`src/rtl/core/frequency_to_note_quantizer_top_defines.svh`:
```
// assertion macros for the frequency to note quantizer
`ifndef FREQUENCY_TO_NOTE_QUANTIZER_TOP_DEFINES_SVH
`define FREQUENCY_TO_NOTE_QUANTIZER_TOP_DEFINES_SVH
`ifndef SYNTH
`define FNQ_ASSERT(lbl, prop, msg) \
	lbl: assert property (@(posedge clk) disable iff (!arst_n) prop) else $error(msg);
`define FNQ_ASSERT_ALWAYS(lbl, prop, msg) \
	lbl: assert property (@(posedge clk) prop) else $error(msg);
`else
`define FNQ_ASSERT(lbl, prop, msg)
`define FNQ_ASSERT_ALWAYS(lbl, prop, msg)
`endif
`endif

```
`src/rtl/core/fnq_pkg.sv`:
```
// shared types and constants of the frequency to note quantizer
package fnq_pkg;

	localparam int M_W = 31;
	localparam int P_W = 5;
	localparam int F_W = 24;
	localparam int RN_W = 7;
	localparam int NT_W = 11;
	localparam int T_W = 21;
	localparam int U_W = 20;
	localparam int QT_W = 10;

	localparam logic [F_W-1:0] REF_FREQ_RST = 24'd112640;
	localparam logic [RN_W-1:0] REF_NOTE_RST = 7'd69;

	localparam logic REG_REF_FREQ = 1'b0;
	localparam logic REG_REF_NOTE = 1'b1;

	localparam logic signed [NT_W-1:0] NOTE_LO = -11'sd140;
	localparam logic signed [NT_W-1:0] NOTE_HI = 11'sd160;
	localparam int TEN_BIAS = 289500;
	localparam int RECIP_1000 = 1073742;
	localparam int RECIP_12 = 171;

	typedef struct packed {
		logic fv;
		logic [RN_W-1:0] rn;
	} fnq_meta_t;

	typedef struct packed {
		logic [P_W-1:0] p;
		logic [M_W-1:0] m;
	} fnq_norm_t;

	function automatic fnq_norm_t fnq_normalize(input logic [F_W-1:0] v);
		logic [F_W-1:0] w;
		logic [P_W-1:0] p;
		fnq_norm_t r;
		w = (v == '0) ? F_W'(1) : v;
		p = '0;
		for (int i = 0; i < F_W; i++) begin
			if (w[i]) p = P_W'(i);
		end
		r.p = p;
		r.m = M_W'(w) << (P_W'(30) - p);
		return r;
	endfunction

endpackage

```
`src/rtl/core/fnq_log_cell.sv`:
```
// one squaring step of the log2 chain for the frequency and reference lanes
module fnq_log_cell import fnq_pkg::*; #(
	parameter int R_W = 21
) (
	input  logic           clk,
	input  logic           arst_n,
	input  logic           up_valid,
	output logic           up_ready,
	input  logic [M_W-1:0] up_mf,
	input  logic [R_W-1:0] up_rf,
	input  logic [M_W-1:0] up_mr,
	input  logic [R_W-1:0] up_rr,
	input  fnq_meta_t      up_meta,
	output logic           dn_valid,
	input  logic           dn_ready,
	output logic [M_W-1:0] dn_mf,
	output logic [R_W-1:0] dn_rf,
	output logic [M_W-1:0] dn_mr,
	output logic [R_W-1:0] dn_rr,
	output fnq_meta_t      dn_meta
);

	logic valid_q;
	logic [2*M_W-1:0] prod_f, prod_r;
	logic [M_W:0] sq_f, sq_r;
	logic [M_W-1:0] mf_n, mr_n;
	logic [R_W-1:0] rf_n, rr_n;

	assign up_ready = !valid_q || dn_ready;
	assign dn_valid = valid_q;

	always_comb begin
		prod_f = (2*M_W)'(up_mf) * (2*M_W)'(up_mf);
		prod_r = (2*M_W)'(up_mr) * (2*M_W)'(up_mr);
		sq_f = prod_f[2*M_W-1:30];
		sq_r = prod_r[2*M_W-1:30];
		mf_n = sq_f[M_W] ? sq_f[M_W:1] : sq_f[M_W-1:0];
		mr_n = sq_r[M_W] ? sq_r[M_W:1] : sq_r[M_W-1:0];
		rf_n = {up_rf[R_W-2:0], sq_f[M_W]};
		rr_n = {up_rr[R_W-2:0], sq_r[M_W]};
	end

	always_ff @(posedge clk or negedge arst_n) begin
		if (!arst_n) begin
			valid_q <= 1'b0;
		end else if (up_ready) begin
			valid_q <= up_valid;
		end
	end

	always_ff @(posedge clk) begin
		if (up_ready && up_valid) begin
			dn_mf <= mf_n;
			dn_mr <= mr_n;
			dn_rf <= rf_n;
			dn_rr <= rr_n;
			dn_meta <= up_meta;
		end
	end

endmodule

```
`config.mk`:
```
export PLATFORM = sky130hd
export DESIGN_NAME = fnq_log_cell
export DESIGN_NICKNAME = d
export VERILOG_FILES = /design/src/rtl/core/frequency_to_note_quantizer_top_defines.svh /design/src/rtl/core/fnq_pkg.sv /design/src/rtl/core/fnq_log_cell.sv
export SDC_FILE = /design/constraint.sdc
export NUM_CORES = 2
export LEC_CHECK = 0
export BUFFER_PORTS_ARGS = -buffer_cell sky130_fd_sc_hd__clkbuf_2
export CAP_MARGIN = 25
export CORE_ASPECT_RATIO = 0.8
export CORE_MARGIN = 2
export CORE_UTILIZATION = 40
export DETAILED_ROUTE_END_ITERATION = 7
export PLACE_DENSITY = 0.6
export SYNTH_ARGS = -nofsm -noshare
export SYNTH_HDL_FRONTEND = slang
export SYNTH_SLANG_ARGS = --single-unit
```
`constraint.sdc`:
```
create_clock -name clk -period 6.3 [get_ports clk]
set_input_delay 0 -clock clk [delete_from_list [all_inputs] [get_ports clk]]
set_output_delay 0 -clock clk [all_outputs]
set_load 0.02 [all_outputs]
```
==> implementation parameters <==
Parameter                              Value

Outcome
  Status ... finished, violations left
  Failing checks ... setup timing

Setup path
  Arrival time of the worst setup path ... ~7.4 ns
  Type of origin of the critical path ... input port
  Worst endpoint required time ... 6.55 ns
  Highest fanout seen on the critical path ... 11
  Sort of element at the end of the critical path ... flop
  Critical setup path kind ... input port to flop

Clock tree
  Total CTS buffers ... 17
  CTS H-Tree Depth ... 4
  Clock-pin slew on the worst setup and hold paths ... 0.07 ns
  Clock latency of the later-clocked register in the worst-skew pair ... 0.52 ns
  Max Root-Sink Buffers ... 2
  Root buffer cell ... sky130_fd_sc_hd__clkbuf_16
  Clock tree from TritonCTS ... built
  # clock sinks ... 113

Timing
  Skew final ... 0.02641 ns
  Final-report hold violation count ... 0
  Portion of the clock cycle consumed by the worst path in the final layout ... 112.8%
  Peak Freq ... 140.7 MHz
  Count of final setup violators ... 64
  Tightest Pin Transition ... 0.8702 ns
  Final period demand of the worst path ... 7.106 ns
  Normalized max-slew margin ... 41.57%
  Post-route setup slack ... -0.8062 ns
  Unrepaired setup endpoints after global routing ... yes
  Number of max-slew violations in the final report ... 0

Yosys
  Ys flop type ... sky130_fd_sc_hd__edfxtp_1
  Distinct cell type count of the synthesized netlist ... 76
  Average cell area after synthesis ... 9.708 um^2
  Number of instances in the synthesized netlist ... slightly below 6,000
  Count of flip-flops with a built-in enable after synthesis ... 112
  Proportion of synthesized chip area in sequential cells ... 5.908%
  Number of nets in the synthesized netlist ... 8,052
  Synthesized cell area ... 57,360 um^2
  Number of warnings reported in the yosys synthesis log ... 0
  Async set or reset register ratio after synthesis ... 0.8850%
  FF+latch count, synth ... 113

Floorplan
  Floorplan die area ... 146,500 um^2
  Die Y-Extent ... 342.7 um
  Std cell rows ... 124
  Number of I/O pins ... 230
  Starting Density ... about 40%
  X dimension of the die ... between 400 and 500 um
  Area inside the core boundary ... ~140,000 um^2

Place
  Final GP Congestion ... 0.9203
  Post-Place Worst Slack ... -1.834 ns
  Count of port buffers added during placement ... 227
  Estimated wirelength of the detail-placed design ... 138,300 um

Layout
  Number of fillers in the final layout ... 12,870
  P&R area growth vs syn ... 26.19%
  Commonest cells after routing, fill and taps aside ... sky130_fd_sc_hd__inv_1, sky130_fd_sc_hd__fa_1, sky130_fd_sc_hd__buf_4
  Fraction of layout instances using a drive strength above 1 ... 24.55%
  Post-layout util ... 50.76%
  Final antenna diode count ... 0
  Most frequent standard cell in the layout excluding fill and tap cells ... sky130_fd_sc_hd__inv_1
  Number of nets at the end of the flow ... 9,153

GRT
  Initial antenna violation count ... 1
  Via count of the first global-routing pass ... 46,970
  Total overflow reported by the global router ... 0
  Maximum number of pins on one net before global-route repair ... 66
  Wire length of the first global-routing pass ... between 200,000 and 300,000 um
  Global router's overall resource usage ... 23.02%

Route
  Number of vias per cell after detailed routing ... 4.764
  Residual DRC count ... 0
  Final WL ... roughly 160,000 um
  First-pass iteration count of the detailed router ... 5
  Drt first-iter violations ... between 2,000 and 3,000
  Total number of vias ... 42,460
  Routed Antenna Nets ... 0
  Average wire length per cell after detail routing ... roughly 18 um

Min path
  Class of the worst hold path ... input port to flop

Job
  Number of max-cap violations ... 0
[metrics by stage]
stage	cell area (um^2)	hold WS (ns)	setup TNS (ns)	instances
after global placement	67720	-0.2257	-109.66	8746
after CTS	71280	0.1494	-42.81	8890
after detailed placement	67720	-0.2235	-107.34	8746
after floorplan	58340	-0.2956	-52.23	5908
after global routing	72380	0.1635	-56.92	8912
final	72380	0.1936	-45.75	8912
[layout make-up]
type | count | area (um^2) | share of cell area [%]
Clock buffer | 20 | 436.7 | 0.6033
Sequential cell | 113 | 3388 | 4.681
Inverter | 1824 | 6880 | 9.506
Timing Repair Buffer | 1299 | 10800 | 14.92
Multi-Input combinational cell | 3754 | 48320 | 66.76
Clock inverter | 12 | 188.9 | 0.2610
Tap cell | 1890 | 2365 | 3.267
[sequential cells by signal, indices dropped and copies added, names as in the netlist]
name / count
dn_mf: 31
dn_mr: 31
dn_rf: 21
dn_rr: 21
dn_meta: 8
dn_valid: 1
[cell usage after synthesis, drive strengths merged (3+ instances only)]
| master | number | share of area (%) |
|---|---|---|
| inv | 1823 | 12 |
| fa | 1494 | 52 |
| nand2 | 565 | 3.7 |
| ha | 534 | 12 |
| and2 | 380 | 4.1 |
| clkbuf | 203 | 1.3 |
| nor2 | 124 | 0.81 |
| a21oi | 115 | 1.0 |
| edfxtp | 112 | 5.9 |
| o21ai | 69 | 0.61 |
| xnor2 | 59 | 0.90 |
| a21o | 55 | 0.72 |
| xor2 | 52 | 0.81 |
| mux2 | 36 | 0.71 |
| nand4 | 26 | 0.28 |
| nor2b | 24 | 0.26 |
| nand3 | 22 | 0.19 |
| nor3 | 22 | 0.19 |
| a211oi | 16 | 0.24 |
| buf | 14 | 0.14 |
| o21a | 14 | 0.18 |
| mux2i | 12 | 0.21 |
| o21bai | 12 | 0.16 |
| a31o | 10 | 0.15 |
| and3 | 10 | 0.11 |
| nand2b | 10 | 0.11 |
| or2 | 10 | 0.11 |
| a221oi | 9 | 0.19 |
| a31oi | 8 | 0.087 |
| a41o | 6 | 0.10 |
| o211ai | 6 | 0.087 |
| or3 | 5 | 0.055 |
| a311oi | 4 | 0.061 |
| o22ai | 4 | 0.044 |
| o31ai | 4 | 0.061 |
| and4 | 3 | 0.046 |
| nor4 | 3 | 0.033 |
| o41ai | 3 | 0.072 |
[final timing paths]
check / start / to / slack (ns) / depth (start not counted)
worst max-delay path: up_mf[24] / dn_mf[29] / -0.81 / 26
worst min-delay path: up_rf[2] / dn_rf[3] / 0.19 / 2
worst max register to register: dn_valid / dn_mr[20] / 3.95 / 4
worst min register to register: dn_valid / dn_rf[20] / 1.05 / 2
max in group asynchronous: arst_n / dn_valid / 5.88 / 3
min in group asynchronous: arst_n / dn_valid / 0.32 / 3
[worst max-delay path, cell delays in order]
cell,delay (ns)
sky130_fd_sc_hd__buf_2,0.24
sky130_fd_sc_hd__buf_4,0.34
sky130_fd_sc_hd__and2_4,0.20
sky130_fd_sc_hd__fa_1,0.45
sky130_fd_sc_hd__buf_4,0.16
sky130_fd_sc_hd__fa_1,0.47
sky130_fd_sc_hd__fa_1,0.57
sky130_fd_sc_hd__fa_1,0.44
sky130_fd_sc_hd__fa_2,0.63
sky130_fd_sc_hd__fa_1,0.41
sky130_fd_sc_hd__fa_1,0.51
sky130_fd_sc_hd__inv_1,0.06
sky130_fd_sc_hd__fa_1,0.50
sky130_fd_sc_hd__inv_2,0.05
sky130_fd_sc_hd__ha_4,0.16
sky130_fd_sc_hd__a21oi_2,0.13
sky130_fd_sc_hd__o21ai_1,0.07
sky130_fd_sc_hd__a21o_1,0.18
sky130_fd_sc_hd__a31o_2,0.24
sky130_fd_sc_hd__or3_4,0.38
sky130_fd_sc_hd__o21ba_4,0.24
sky130_fd_sc_hd__nand3_2,0.06
sky130_fd_sc_hd__nand2_2,0.06
sky130_fd_sc_hd__a221o_1,0.34
sky130_fd_sc_hd__xor2_1,0.16
sky130_fd_sc_hd__mux2_4,0.26
[cell families after synthesis]
group | after synthesis | share of synthesized area, %
compound gates | 356 | 4.121
buf+inv | 2041 | 13.40
flops | 113 | 5.908
fa+ha+maj | 2028 | 63.80
xor+xnor | 111 | 1.708
mux | 48 | 0.9162
simple gates | 1211 | 10.15
[repair_timing]
| item | 4_1_cts | 5_1_grt |
|---|---|---|
| hold buffers | 52 | 0 |
| resized for setup | 383 | 255 |
| pin swaps | 183 | 173 |
| setup endpoints to repair | 64 | 64 |
| gates cloned | 13 | 5 |
| hold endpoints to repair | 50 | 0 |
| buffers inserted | 49 | 21 |
[metal layers]
| metal | global-route usage (%) | vias up | routed length [um] |
|---|---|---|---|
| met5 | 0.4808 | - | 67 |
| met1 | 33.54 | 21760 | 73620 |
| met4 | 4.614 | 2 | 3061 |
| met3 | 4.792 | 165 | 11840 |
| met2 | 35.51 | 1194 | 72400 |
| li1 | - | 19330 | - |
Power is left out: the tool's default activity adds up to more than one toggle a clock period on the data nets, which glitch-free logic cannot reach.
