File: src/rtl/core/frequency_to_note_quantizer_top_defines.svh
// assertion macros for the frequency to note quantizer
`ifndef FREQUENCY_TO_NOTE_QUANTIZER_TOP_DEFINES_SVH
`define FREQUENCY_TO_NOTE_QUANTIZER_TOP_DEFINES_SVH
`ifndef SYNTH
`define FNQ_ASSERT(lbl, prop, msg) \
	lbl: assert property (@(posedge clk) disable iff (!arst_n) prop) else $error(msg);
`define FNQ_ASSERT_ALWAYS(lbl, prop, msg) \
	lbl: assert property (@(posedge clk) prop) else $error(msg);
`else
`define FNQ_ASSERT(lbl, prop, msg)
`define FNQ_ASSERT_ALWAYS(lbl, prop, msg)
`endif
`endif

File: src/rtl/core/fnq_pkg.sv
// shared types and constants of the frequency to note quantizer
package fnq_pkg;

	localparam int M_W = 31;
	localparam int P_W = 5;
	localparam int F_W = 24;
	localparam int RN_W = 7;
	localparam int NT_W = 11;
	localparam int T_W = 21;
	localparam int U_W = 20;
	localparam int QT_W = 10;

	localparam logic [F_W-1:0] REF_FREQ_RST = 24'd112640;
	localparam logic [RN_W-1:0] REF_NOTE_RST = 7'd69;

	localparam logic REG_REF_FREQ = 1'b0;
	localparam logic REG_REF_NOTE = 1'b1;

	localparam logic signed [NT_W-1:0] NOTE_LO = -11'sd140;
	localparam logic signed [NT_W-1:0] NOTE_HI = 11'sd160;
	localparam int TEN_BIAS = 289500;
	localparam int RECIP_1000 = 1073742;
	localparam int RECIP_12 = 171;

	typedef struct packed {
		logic fv;
		logic [RN_W-1:0] rn;
	} fnq_meta_t;

	typedef struct packed {
		logic [P_W-1:0] p;
		logic [M_W-1:0] m;
	} fnq_norm_t;

	function automatic fnq_norm_t fnq_normalize(input logic [F_W-1:0] v);
		logic [F_W-1:0] w;
		logic [P_W-1:0] p;
		fnq_norm_t r;
		w = (v == '0) ? F_W'(1) : v;
		p = '0;
		for (int i = 0; i < F_W; i++) begin
			if (w[i]) p = P_W'(i);
		end
		r.p = p;
		r.m = M_W'(w) << (P_W'(30) - p);
		return r;
	endfunction

endpackage

File: src/rtl/core/fnq_post.sv
// scaling, rounding, saturation, wrap and note split after the log2 chain
module fnq_post import fnq_pkg::*; #(
	parameter int L = 16
) (
	input  logic                   clk,
	input  logic                   arst_n,
	input  logic                   up_valid,
	output logic                   up_ready,
	input  logic [P_W+L-1:0]       up_rf,
	input  logic [P_W+L-1:0]       up_rr,
	input  fnq_meta_t              up_meta,
	output logic                   dn_valid,
	input  logic                   dn_stall,
	output logic                   freq_valid,
	output logic signed [8:0]      midi_number,
	output logic                   name_valid,
	output logic [3:0]             pitch_class,
	output logic signed [4:0]      octave,
	output logic signed [9:0]      cents_tenths
);

	localparam int R_W = P_W + L;
	localparam int D_W = R_W + 1;
	localparam int S_W = D_W + 5;
	localparam int K_W = D_W + 15;

	logic v_s1, v_s2, v_s3, v_s4;
	logic en1, en2, en3, en4;

	logic signed [S_W-1:0] s12_s1;
	logic signed [K_W-1:0] sk_s1;
	logic fv_s1;

	logic signed [NT_W-1:0] note_s2;
	logic signed [T_W-1:0] ten_s2;
	logic fv_s2;

	logic signed [8:0] ns_s3;
	logic named_s3;
	logic [3:0] q12_s3;
	logic [U_W-1:0] u_s3;
	logic [QT_W-1:0] qt_s3;
	logic fv_s3;

	logic signed [D_W-1:0] d;
	logic [S_W-1:0] a12, q12u;
	logic [K_W-1:0] ak, qku;
	logic signed [NT_W-1:0] qn, note_n;
	logic signed [T_W-1:0] qt_n, ten_n;
	logic signed [NT_W-1:0] sat;
	logic signed [T_W:0] ue;
	logic [U_W+21:0] pt;
	logic [15:0] pq;
	logic [U_W-1:0] rem;
	logic [7:0] idx8;

	assign en4 = !v_s4 || !dn_stall;
	assign en3 = !v_s3 || en4;
	assign en2 = !v_s2 || en3;
	assign en1 = !v_s1 || en2;
	assign up_ready = en1;
	assign dn_valid = v_s4;

	always_comb begin
		d = $signed({1'b0, up_rf}) - $signed({1'b0, up_rr});

		a12 = s12_s1[S_W-1] ? S_W'(-s12_s1) : S_W'(s12_s1);
		q12u = (a12 + (S_W'(1) << (L-1))) >> L;
		qn = $signed(q12u[NT_W-1:0]);
		note_n = s12_s1[S_W-1] ? -qn : qn;

		ak = sk_s1[K_W-1] ? K_W'(-sk_s1) : K_W'(sk_s1);
		qku = (ak + (K_W'(1) << (L-1))) >> L;
		qt_n = $signed(qku[T_W-1:0]);
		ten_n = sk_s1[K_W-1] ? -qt_n : qt_n;

		if (note_s2 < NOTE_LO) sat = NOTE_LO;
		else if (note_s2 > NOTE_HI) sat = NOTE_HI;
		else sat = note_s2;
		ue = {ten_s2[T_W-1], ten_s2} + (T_W+1)'(TEN_BIAS);
		pt = (U_W+22)'(ue[U_W-1:0]) * (U_W+22)'(RECIP_1000);
		pq = 16'(sat[7:0]) * 16'(RECIP_12);

		rem = u_s3 - U_W'(qt_s3) * U_W'(1000);
		idx8 = 8'(ns_s3) - 8'(q12_s3) * 8'd12;
	end

	always_ff @(posedge clk or negedge arst_n) begin
		if (!arst_n) begin
			v_s1 <= 1'b0;
			v_s2 <= 1'b0;
			v_s3 <= 1'b0;
			v_s4 <= 1'b0;
		end else begin
			if (en1) v_s1 <= up_valid;
			if (en2) v_s2 <= v_s1;
			if (en3) v_s3 <= v_s2;
			if (en4) v_s4 <= v_s3;
		end
	end

	always_ff @(posedge clk) begin
		if (en1 && up_valid) begin
			s12_s1 <= S_W'(d) * S_W'(12) + $signed(S_W'(up_meta.rn) << L);
			sk_s1 <= K_W'(d) * K_W'(12000);
			fv_s1 <= up_meta.fv;
		end
		if (en2 && v_s1) begin
			note_s2 <= note_n;
			ten_s2 <= ten_n;
			fv_s2 <= fv_s1;
		end
		if (en3 && v_s2) begin
			ns_s3 <= 9'(sat);
			named_s3 <= !sat[NT_W-1];
			q12_s3 <= 4'(pq >> 11);
			u_s3 <= ue[U_W-1:0];
			qt_s3 <= QT_W'(pt >> 30);
			fv_s3 <= fv_s2;
		end
		if (en4 && v_s3) begin
			freq_valid <= fv_s3;
			if (!fv_s3) begin
				midi_number <= -9'sd1;
				name_valid <= 1'b0;
				pitch_class <= '0;
				octave <= '0;
				cents_tenths <= '0;
			end else begin
				midi_number <= ns_s3;
				name_valid <= named_s3;
				pitch_class <= named_s3 ? idx8[3:0] : 4'd0;
				octave <= named_s3 ? $signed(5'(q12_s3) - 5'd1) : 5'sd0;
				cents_tenths <= $signed(10'(rem) - 10'd500);
			end
		end
	end

endmodule

File: config.mk
export PLATFORM = sky130hd
export DESIGN_NAME = fnq_post
export DESIGN_NICKNAME = d
export VERILOG_FILES = /design/src/rtl/core/frequency_to_note_quantizer_top_defines.svh /design/src/rtl/core/fnq_pkg.sv /design/src/rtl/core/fnq_post.sv
export SDC_FILE = /design/constraint.sdc
export NUM_CORES = 1
export LEC_CHECK = 0
export BUFFER_PORTS_ARGS = -buffer_cell sky130_fd_sc_hd__buf_2
export CORE_MARGIN = 4
export CORE_UTILIZATION = 55
export DETAILED_ROUTE_END_ITERATION = 8
export PLACE_DENSITY = 0.71
export SLEW_MARGIN = 20
export SYNTH_ARGS = -nofsm -noshare
export SYNTH_HDL_FRONTEND = slang
export SYNTH_SLANG_ARGS = --single-unit
export TNS_END_PERCENT = 30
File: constraint.sdc
create_clock -name clk -period 20.7 [get_ports clk]
set_clock_uncertainty 0.2 [all_clocks]
set_input_delay 2.07 -clock clk [delete_from_list [all_inputs] [get_ports clk]]
set_output_delay 2.07 -clock clk [all_outputs]
set_load 0.1 [all_outputs]
==> out/qor.csv, run 1 <==
stage;metric;value;unit
timing;RSZ-0062 raised after global routing;false;
drt;drt pass-1 iters;5;
die;initial core utilization;0.5585;
drt;DRT met1 WL;19690;um
cts;CTS Hold Bufs;0;
synth;synthesis-stage register bit count;154;
synth;Synth top area share;0.2123;
synth;cell taking the most area after synthesis;ha_1;
setup_path;max incr delay on CP;550;ps
global_route;initial antenna violation count;1;
synth;Post-synth EDFFs;150;
place;GPL Wtd Cong;0.9182;
synth;Post-Syn Area;0.02163;mm^2
setup_path;WS Path Type;in2reg;
synth;Synth cell types;88;
flow_run;total of max-cap violations;0;
timing;Slew @ Worst Pin;1047;ps
cells_and_area;Final Net Count;2906;
timing;final setup fails;0;
cells_and_area;Final Cell Area;0.02328;mm^2
place;Place WS;10200;ps
die;Ports;86;
timing;setup TNS;0;ps
cts;clock latency on the worst-skew pair;440;ps
min_path;Hold/Removal Path Class;reg2reg;
cts;cts repair resizes;0;
setup_path;crit-path max FO;8;
drt;Routed wire per std cell;15.66;um
timing;setup ws final;10630;ps
drt;uppermost layer routed;met5;
timing;final count of pins violating max slew;0;
place;IO buf count;85;
cts;Root Driver;clkbuf_16;
drt;Post-DRT Antenna Nets;0;
setup_path;required time of the critical path;20690;ps
cts;Clock transition at path regs;70;ps
timing;fmax;99.32;MHz
cells_and_area;ANT cells;0;
place;Area after DPL;0.02265;mm^2
setup_path;Crit path arrival time;10060;ps
timing;final hold violation count;0;
drt;Vias;15390;
timing;Worst slew margin;0.2970;
place;detailed placer's ending HPWL;37110;um
die;core area;0.03874;mm^2
synth;post-synthesis sequential area ratio;0.2128;
setup_path;Crit. End Element;flip-flop;
setup_path;Worst path slowest cell;fa_1;
cells_and_area;most common cell after layout, fill and taps aside;inv_1;
timing;minimum clock period;10070;ps
die;# rows;72;
drt;met3 wire length;1451;um
synth;post-synthesis cell count;2207;
synth;Mapped Avg Cell Area;9.802;um^2
cells_and_area;Syn-to-layout area delta;7.611;%
synth;largest cells by area after synthesis;ha_1 (21%), edfxtp_1 (21%), fa_1 (18%);
drt;via-per-instance ratio;5.458;
die;chip width;206.3;um
drt;initial detailed-routing violation count;717;
drt;routed wire length;44130;um
drt;Residual DRC;0;
synth;Post-Syn Nets;2825;
setup_path;crit start category;primary input;
setup_path;most used cell, CP;fa_1;
die;Die Ht;206.3;um
cells_and_area;layout cells sized above 1;0.07649;
drt;met2 wire len;22210;um
global_route;vias in the first global route;16010;
cts;Post-CTS Setup Bufs;0;
cts;CTS tree;yes;
synth;Post-synth ARST share;0.02597;
global_route;gr usage total;0.2183;
synth;Primary FF master, synth;edfxtp_1;
synth;Synth warnings;0;
cts;Clock Path Buffers;2;
cts;Num CTS Buffers;17;
global_route;largest net degree at the start of global routing;57;
status;status;finished clean;
die;die area;0.04257;mm^2
cts;clk sinks;154;
cts;H-tree Lvls;4;
global_route;first-pass GRT wire length;75990;um
cells_and_area;commonest non-fill, non-tap cells in the layout;inv_1 (453), ha_1 (367), fa_1 (197);
timing;final worst path period share;0.4864;
global_route;total congestion overflow;0;
## final timing paths
kind	to	slack [ps]	cells past startpoint	startpoint
setup reg to reg	qt_s3[6]	12080	31	ten_s2[2]
setup / recovery	sk_s1[35]	10630	32	up_rf[0]
hold / removal	fv_s2	230	0	fv_s1
hold reg to reg	fv_s2	230	0	fv_s1
min in group asynchronous	v_s2	1230	1	arst_n
max in group asynchronous	v_s1	18950	1	arst_n
## synth_stat cells (16+ instances only)
cell type  number
a21o_1         34
a21oi_1        86
and2_1         20
and3_1         17
clkbuf_1       29
edfxtp_1      150
fa_1          197
ha_1          367
inv_1         453
nand2_1        98
nand2b_1       29
nand3_1        30
nand4_1        20
nor2_1        105
nor2b_1        19
nor3_1         31
o21a_1         19
o21ai_0        51
o31ai_1        16
xnor2_1       144
xor2_1         67
## metal layers
metal | up-vias | track usage
met2 | 256 | 0.3954
met5 | - | 0
li1 | 7604 | -
met1 | 7471 | 0.2794
met3 | 53 | 0.02715
met4 | 2 | 0.05014
## stage by stage
| step | util | hold WS (ps) | cells |
|---|---|---|---|
| after floorplan | - | 200.3 | 2207 |
| after global placement | 0.5847 | 206.2 | 2787 |
| after detailed placement | 0.5847 | 215.6 | 2787 |
| after CTS | 0.6006 | 232.1 | 2819 |
| after global routing | 0.6010 | 237.5 | 2819 |
| final | 0.6010 | 228.7 | 2819 |
## registers in the layout, indices dropped and copies added (netlist names), 9 cells and up
signal        count
s12_s1           23
u_s3             10
ten_s2           20
note_s2          11
ns_s3             9
midi_number       9
cents_tenths     10
sk_s1            32
## kinds of logic (layout without fill, tap and decap cells)
| family | count (synthesis) | count (layout) | share of synthesized area |
|---|---|---|---|
| AO/OA/AOI/OAI | 329 | 329 | 0.1060 |
| AND/OR/NAND/NOR | 446 | 446 | 0.1081 |
| multiplexers | 12 | 12 | 0.005668 |
| other | 1 | 1 | 0.0001733 |
| flip-flops | 154 | 154 | 0.2128 |
| XOR/XNOR | 212 | 212 | 0.08647 |
| adder cells (fa/ha/maj) | 566 | 566 | 0.3955 |
| buffers and inverters | 487 | 581 | 0.08525 |
## final cells by class
cell class	instances	area, um^2
Tap cell	518	648.1
Clock buffer	17	425.4
Sequential cell	154	4604
Multi-Input combinational cell	1566	15200
Inverter	453	1700
Clock inverter	15	188.9
Fill cell	3305	15460
Timing Repair Buffer	96	508.0
## worst max-delay path: cells and delay by family
family / cells / cell delay [ps]
fa+ha+maj: 7 / 2990
compound gates: 12 / 3050
xor+xnor: 3 / 880
buf+inv: 5 / 450
simple gates: 5 / 610
Power of run 1 is left out: the tool's default activity adds up to more than one toggle a clock period on the data nets, which glitch-free logic cannot reach.
==> inputs of run 2 (changes only) <==
PLACE_DENSITY = 0.74   (was 0.71)
clock period = 8.1 ns   (was 20.7 ns; I/O delays follow)
==> out/qor.csv, run 2 (same netlist as run 1, synthesis figures left out) <==
stage;metric;value;unit;change
min_path;hold path depth;0;;unchanged
cells_and_area;ANT cells;0;;unchanged
timing;Worst slew margin;0.3644;;+0.06741
setup_path;R2R depth;27;;-13%
flow_run;total of max-cap violations;0;;unchanged
drt;initial detailed-routing violation count;898;;+25%
cells_and_area;Syn-to-layout area delta;13.57;%;
die;chip width;206.3;um;unchanged
drt;Vias;16100;;+4.6%
cts;CTS tree;yes;;
die;# rows;72;;unchanged
cts;Clock Path Buffers;2;;unchanged
cts;clock latency on the worst-skew pair;420;ps;-20 ps
global_route;gr usage total;0.2282;;+0.009873
global_route;largest net degree at the start of global routing;57;;unchanged
drt;drt pass-1 iters;5;;unchanged
global_route;GR peak layer;met2;;
global_route;met2 usage in global routing;0.4186;;+0.02326
die;initial core utilization;0.5585;;unchanged
cells_and_area;layout cells sized above 1;0.1432;;+0.06672
cts;clk sinks;154;;unchanged
timing;RSZ-0062 raised after global routing;true;;
setup_path;Worst path slowest cell;fa_1;;
global_route;vias in the first global route;16980;;+6.1%
cells_and_area;Layout fillers;3171;;-4.1%
cells_and_area;most common cell after layout, fill and taps aside;inv_1;;
timing;final worst path period share;0.9580;;
setup_path;crit start category;primary input;;
timing;final count of pins violating max slew;0;;unchanged
place;GPL Wtd Cong;0.8992;;-2.1%
cts;H-tree Lvls;4;;unchanged
setup_path;Crit. End Element;flip-flop;;
cells_and_area;largest register by flop count;sk_s1;;
setup_path;WS Path Type;in2reg;;
cells_and_area;commonest non-fill, non-tap cells in the layout;inv_1 (450), ha_1 (362), fa_1 (194);;
cts;Num CTS Buffers;17;;unchanged
cells_and_area;Final Cell Area;0.02457;mm^2;+5.5%
global_route;GRT met3 Usage;0.02464;;-0.002511
cells_and_area;final core utilization;0.6343;;+0.03330
drt;routed wire length;46290;um;+4.9%
drt;Post-DRT Antenna Nets;0;;unchanged
global_route;met1 Resource Use GR;0.2891;;+0.009659
cells_and_area;Final Net Count;3049;;+4.9%
setup_path;Crit path arrival time;7730;ps;-2330 ps
timing;Slew @ Worst Pin;946.6;ps;-100.4 ps
timing;minimum clock period;7760;ps;
die;die area;0.04257;mm^2;unchanged
place;IO buf count;85;;unchanged
cells_and_area;top flop regs;sk_s1: 32 flops, s12_s1: 23 flops, ten_s2: 20 flops;;
setup_path;required time of the critical path;8070;ps;-12620 ps
setup_path;most used cell, CP;buf_4;;
cells_and_area;max reg flops;32;;unchanged
timing;final hold violation count;0;;unchanged
global_route;total congestion overflow;0;;unchanged
setup_path;max incr delay on CP;560;ps;about the same
cts;Root Driver;clkbuf_16;;
cts;Clock transition at path regs;60;ps;about the same
place;detailed placer's ending HPWL;38880;um;+4.8%
min_path;Hold/Removal Path Class;reg2reg;;
global_route;first-pass GRT wire length;79740;um;+4.9%
timing;final setup fails;0;;unchanged
die;core area;0.03874;mm^2;unchanged
place;Area after DPL;0.02366;mm^2;+4.5%
global_route;initial antenna violation count;0;;-1
status;status;finished clean;;
drt;Residual DRC;0;;unchanged
timing;final hold slack;231.4;ps;+2.741 ps
die;Ports;86;;unchanged
drt;Routed wire per std cell;15.63;um;-0.18%
setup_path;crit-path max FO;4;;-4
drt;via-per-instance ratio;5.434;;-0.44%
timing;fmax;128.9;MHz;
die;Die Ht;206.3;um;unchanged
==> run 2: area by class of cell <==
type	instances	area, um^2	area share
Multi-Input combinational cell	1566	15420	0.6275
Tap cell	518	648.1	0.02638
Clock buffer	24	471.7	0.01920
Inverter	453	1700	0.06921
Clock inverter	8	143.9	0.005856
Timing Repair Buffer	239	1584	0.06447
Sequential cell	154	4604	0.1874
==> run 2: through the flow <==
step | cells | setup TNS, ps | setup slack, ps
finish | 2962 | 0 | 340.5
global route | 2962 | -137.6 | -88.47
CTS | 2954 | 0 | 17.64
detailed placement | 2921 | -1865 | -561.1
global placement | 2921 | -985.6 | -377.3
floorplan | 2207 | 0 | 27.48
==> run 2: what timing repair did <==
action                                  in CTS  in global routing
hold buffers                                 1                  0
pin swaps                                    0                 37
endpoints found under the setup margin       1                 14
buffers inserted                             0                  8
hold endpoints to repair                     4                  0
gates resized for setup                      2                 46
==> run 2: final timing paths <==
| path | from | to | slack [ps] |
|---|---|---|---|
| min in group asynchronous | arst_n | v_s1 | 530 |
| min reg2reg | fv_s2 | fv_s3 | 230 |
| max reg2reg | ten_s2[2] | qt_s3[6] | 540 |
| max in group asynchronous | arst_n | v_s3 | 7050 |
| max | up_rf[0] | sk_s1[35] | 340 |
| min | fv_s2 | fv_s3 | 230 |
==> run 2: per-layer routing <==
| metal | vias up | share of wire |
|---|---|---|
| met4 | 0 | 0.018 |
| met5 | - | 0 |
| met3 | 66 | 0.037 |
| li1 | 7890 | - |
| met1 | 7829 | 0.43 |
| met2 | 311 | 0.52 |
==> run 2: worst max-delay path: cells and delay by family <==
kind / cells / cell delay [ps]
simple gates: 4 / 460
xor+xnor: 2 / 210
fa+ha+maj: 8 / 3160
compound gates: 12 / 2250
buf+inv: 8 / 850
Power of run 2 is left out for the same reason.
==> inputs of run 3 (changes only) <==
CORE_UTILIZATION = 59   (was 55)
PLACE_DENSITY = 0.79   (was 0.74)
==> out/qor.csv, run 3 (same netlist as run 1, synthesis figures left out) <==
stage;metric;value;unit;change
cells_and_area;ANT cells;0;;unchanged
global_route;largest net degree at the start of global routing;57;;unchanged
flow_run;total of max-cap violations;0;;unchanged
drt;Vias;16200;;+0.62%
die;chip width;199.5;um;-3.3%
global_route;total congestion overflow;0;;unchanged
cells_and_area;max reg flops;32;;unchanged
place;Place WS;-499.2;ps;+61.89 ps
min_path;Hold/Removal Path Class;reg2reg;;
timing;final hold violation count;0;;unchanged
setup_path;Worst path slowest cell;fa_1;;
timing;final count of pins violating max slew;0;;unchanged
timing;fmax;128.7;MHz;-0.13%
setup_path;WS Path Type;in2reg;;
die;Die Ht;199.5;um;-3.3%
die;Ports;86;;unchanged
cells_and_area;layout cells sized above 1;0.1416;;-0.001637
drt;routed wire length;46620;um;+0.72%
drt;Residual DRC;0;;unchanged
setup_path;Crit path arrival time;7750;ps;+20 ps
cells_and_area;final core utilization;0.6825;;+0.04818
cts;Num CTS Buffers;17;;unchanged
global_route;gr usage total;0.2417;;+0.01353
place;GPL Wtd Cong;0.9041;;+0.54%
drt;drt pass-1 iters;6;;+1
cts;Clock transition at path regs;70;ps;about the same
cells_and_area;top flop regs;sk_s1: 32 flops, s12_s1: 23 flops, ten_s2: 20 flops;;
timing;final setup fails;0;;unchanged
timing;final worst path period share;0.9592;;+0.001205
cts;Root Driver;clkbuf_16;;
setup_path;Crit. End Element;flip-flop;;
global_route;vias in the first global route;16970;;-0.10%
cells_and_area;Final Cell Area;0.02445;mm^2;-0.48%
timing;minimum clock period;7769;ps;+9.762 ps
cells_and_area;largest register by flop count;sk_s1;;
drt;initial detailed-routing violation count;873;;-2.8%
setup_path;crit start category;primary input;;
timing;Worst slew margin;0.4079;;+0.04349
cts;clk sinks;154;;unchanged
place;Area after DPL;0.02359;mm^2;-0.30%
drt;Post-DRT Antenna Nets;0;;unchanged
die;core area;0.03583;mm^2;-7.5%
status;status;finished clean;;
setup_path;max incr delay on CP;540;ps;-20 ps
cts;H-tree Lvls;4;;unchanged
place;detailed placer's ending HPWL;38840;um;-0.10%
cells_and_area;Syn-to-layout area delta;13.03;%;
timing;setup ws final;330.7;ps;-9.762 ps
global_route;initial antenna violation count;1;;+1
global_route;first-pass GRT wire length;79200;um;-0.68%
cts;CTS tree;yes;;
setup_path;crit-path max FO;4;;unchanged
drt;via-per-instance ratio;5.575;;+2.6%
cts;clock latency on the worst-skew pair;430;ps;about the same
setup_path;required time of the critical path;8080;ps;about the same
drt;Routed wire per std cell;16.05;um;+2.7%
place;IO buf count;85;;unchanged
die;initial core utilization;0.6038;;+0.04534
cts;Clock Path Buffers;2;;unchanged
die;# rows;69;;-4.2%
cells_and_area;Final Net Count;3049;;unchanged
timing;Slew @ Worst Pin;881.8;ps;-64.77 ps
cells_and_area;commonest non-fill, non-tap cells in the layout;inv_1 (453), ha_1 (362), fa_1 (195);;
cells_and_area;most common cell after layout, fill and taps aside;inv_1;;
timing;RSZ-0062 raised after global routing;true;;
die;die area;0.03979;mm^2;-6.5%
## run 3: changes by cell type in the layout (fill, tap and decap cells not counted), moves of 3 or more
| cell | delta |
|---|---|
| clkinv_2 | -3 |
| clkbuf_1 | -3 |
| inv_2 | -3 |
| inv_1 | +3 |
| clkinvlp_4 | +3 |
| inv_6 | +3 |
## run 3: final timing paths
path	start	endpoint	slack, ps	cells past startpoint
hold reg to reg	fv_s1	fv_s2	220	0
max in group asynchronous	arst_n	v_s2	7070	2
hold / removal	fv_s1	fv_s2	220	0
setup / recovery	up_rf[0]	sk_s1[36]	330	35
min in group asynchronous	arst_n	dn_valid	520	2
setup reg to reg	ten_s2[2]	qt_s3[6]	420	31
## run 3: metal layers
metal	global-route usage	up-vias	share of wire
met5	0	-	0.00028
met4	0.05409	2	0.016
met3	0.02984	69	0.043
met2	0.4455	388	0.52
met1	0.3040	7823	0.43
li1	-	7914	-
## run 3: worst max-delay path: cells and delay by family
kind / cells / cell delay (ps)
adders and majority gates: 8 / 3160
AOI/OAI and AO/OA: 12 / 1980
and+or+nand+nor: 5 / 770
buffers and inverters: 8 / 620
muxes: 1 / 260
xor gates and xnor gates: 1 / 140
## run 3: timing repair
action / 4_1_cts / 5_1_grt
resized for setup: 2 / 40
endpoints found under the hold margin: 4 / 0
endpoints found under the setup margin: 1 / 13
pin swaps: 0 / 31
hold buffers: 1 / 0
gates cloned: 0 / 0
setup buffers: 0 / 8
## run 3: final cells by class
type,instances,area (um^2)
multi-input combinational,1566,15410
clock inverter,13,142.6
timing repair buffer,239,1584
tap,461,576.8
inverter,453,1700
clock buffer,19,432.9
fill,2637,11380
sequential,154,4604
## run 3: stage by stage
step | hold slack (ps) | cells | setup TNS (ps)
after floorplan | 200.3 | 2207 | 0
after global placement | 203.6 | 2864 | -886.2
after detailed placement | 208.9 | 2864 | -1468
after CTS | 223.3 | 2897 | 0
after global routing | 238.2 | 2905 | -195.9
final | 221.9 | 2905 | 0
Power of run 3 is left out for the same reason.
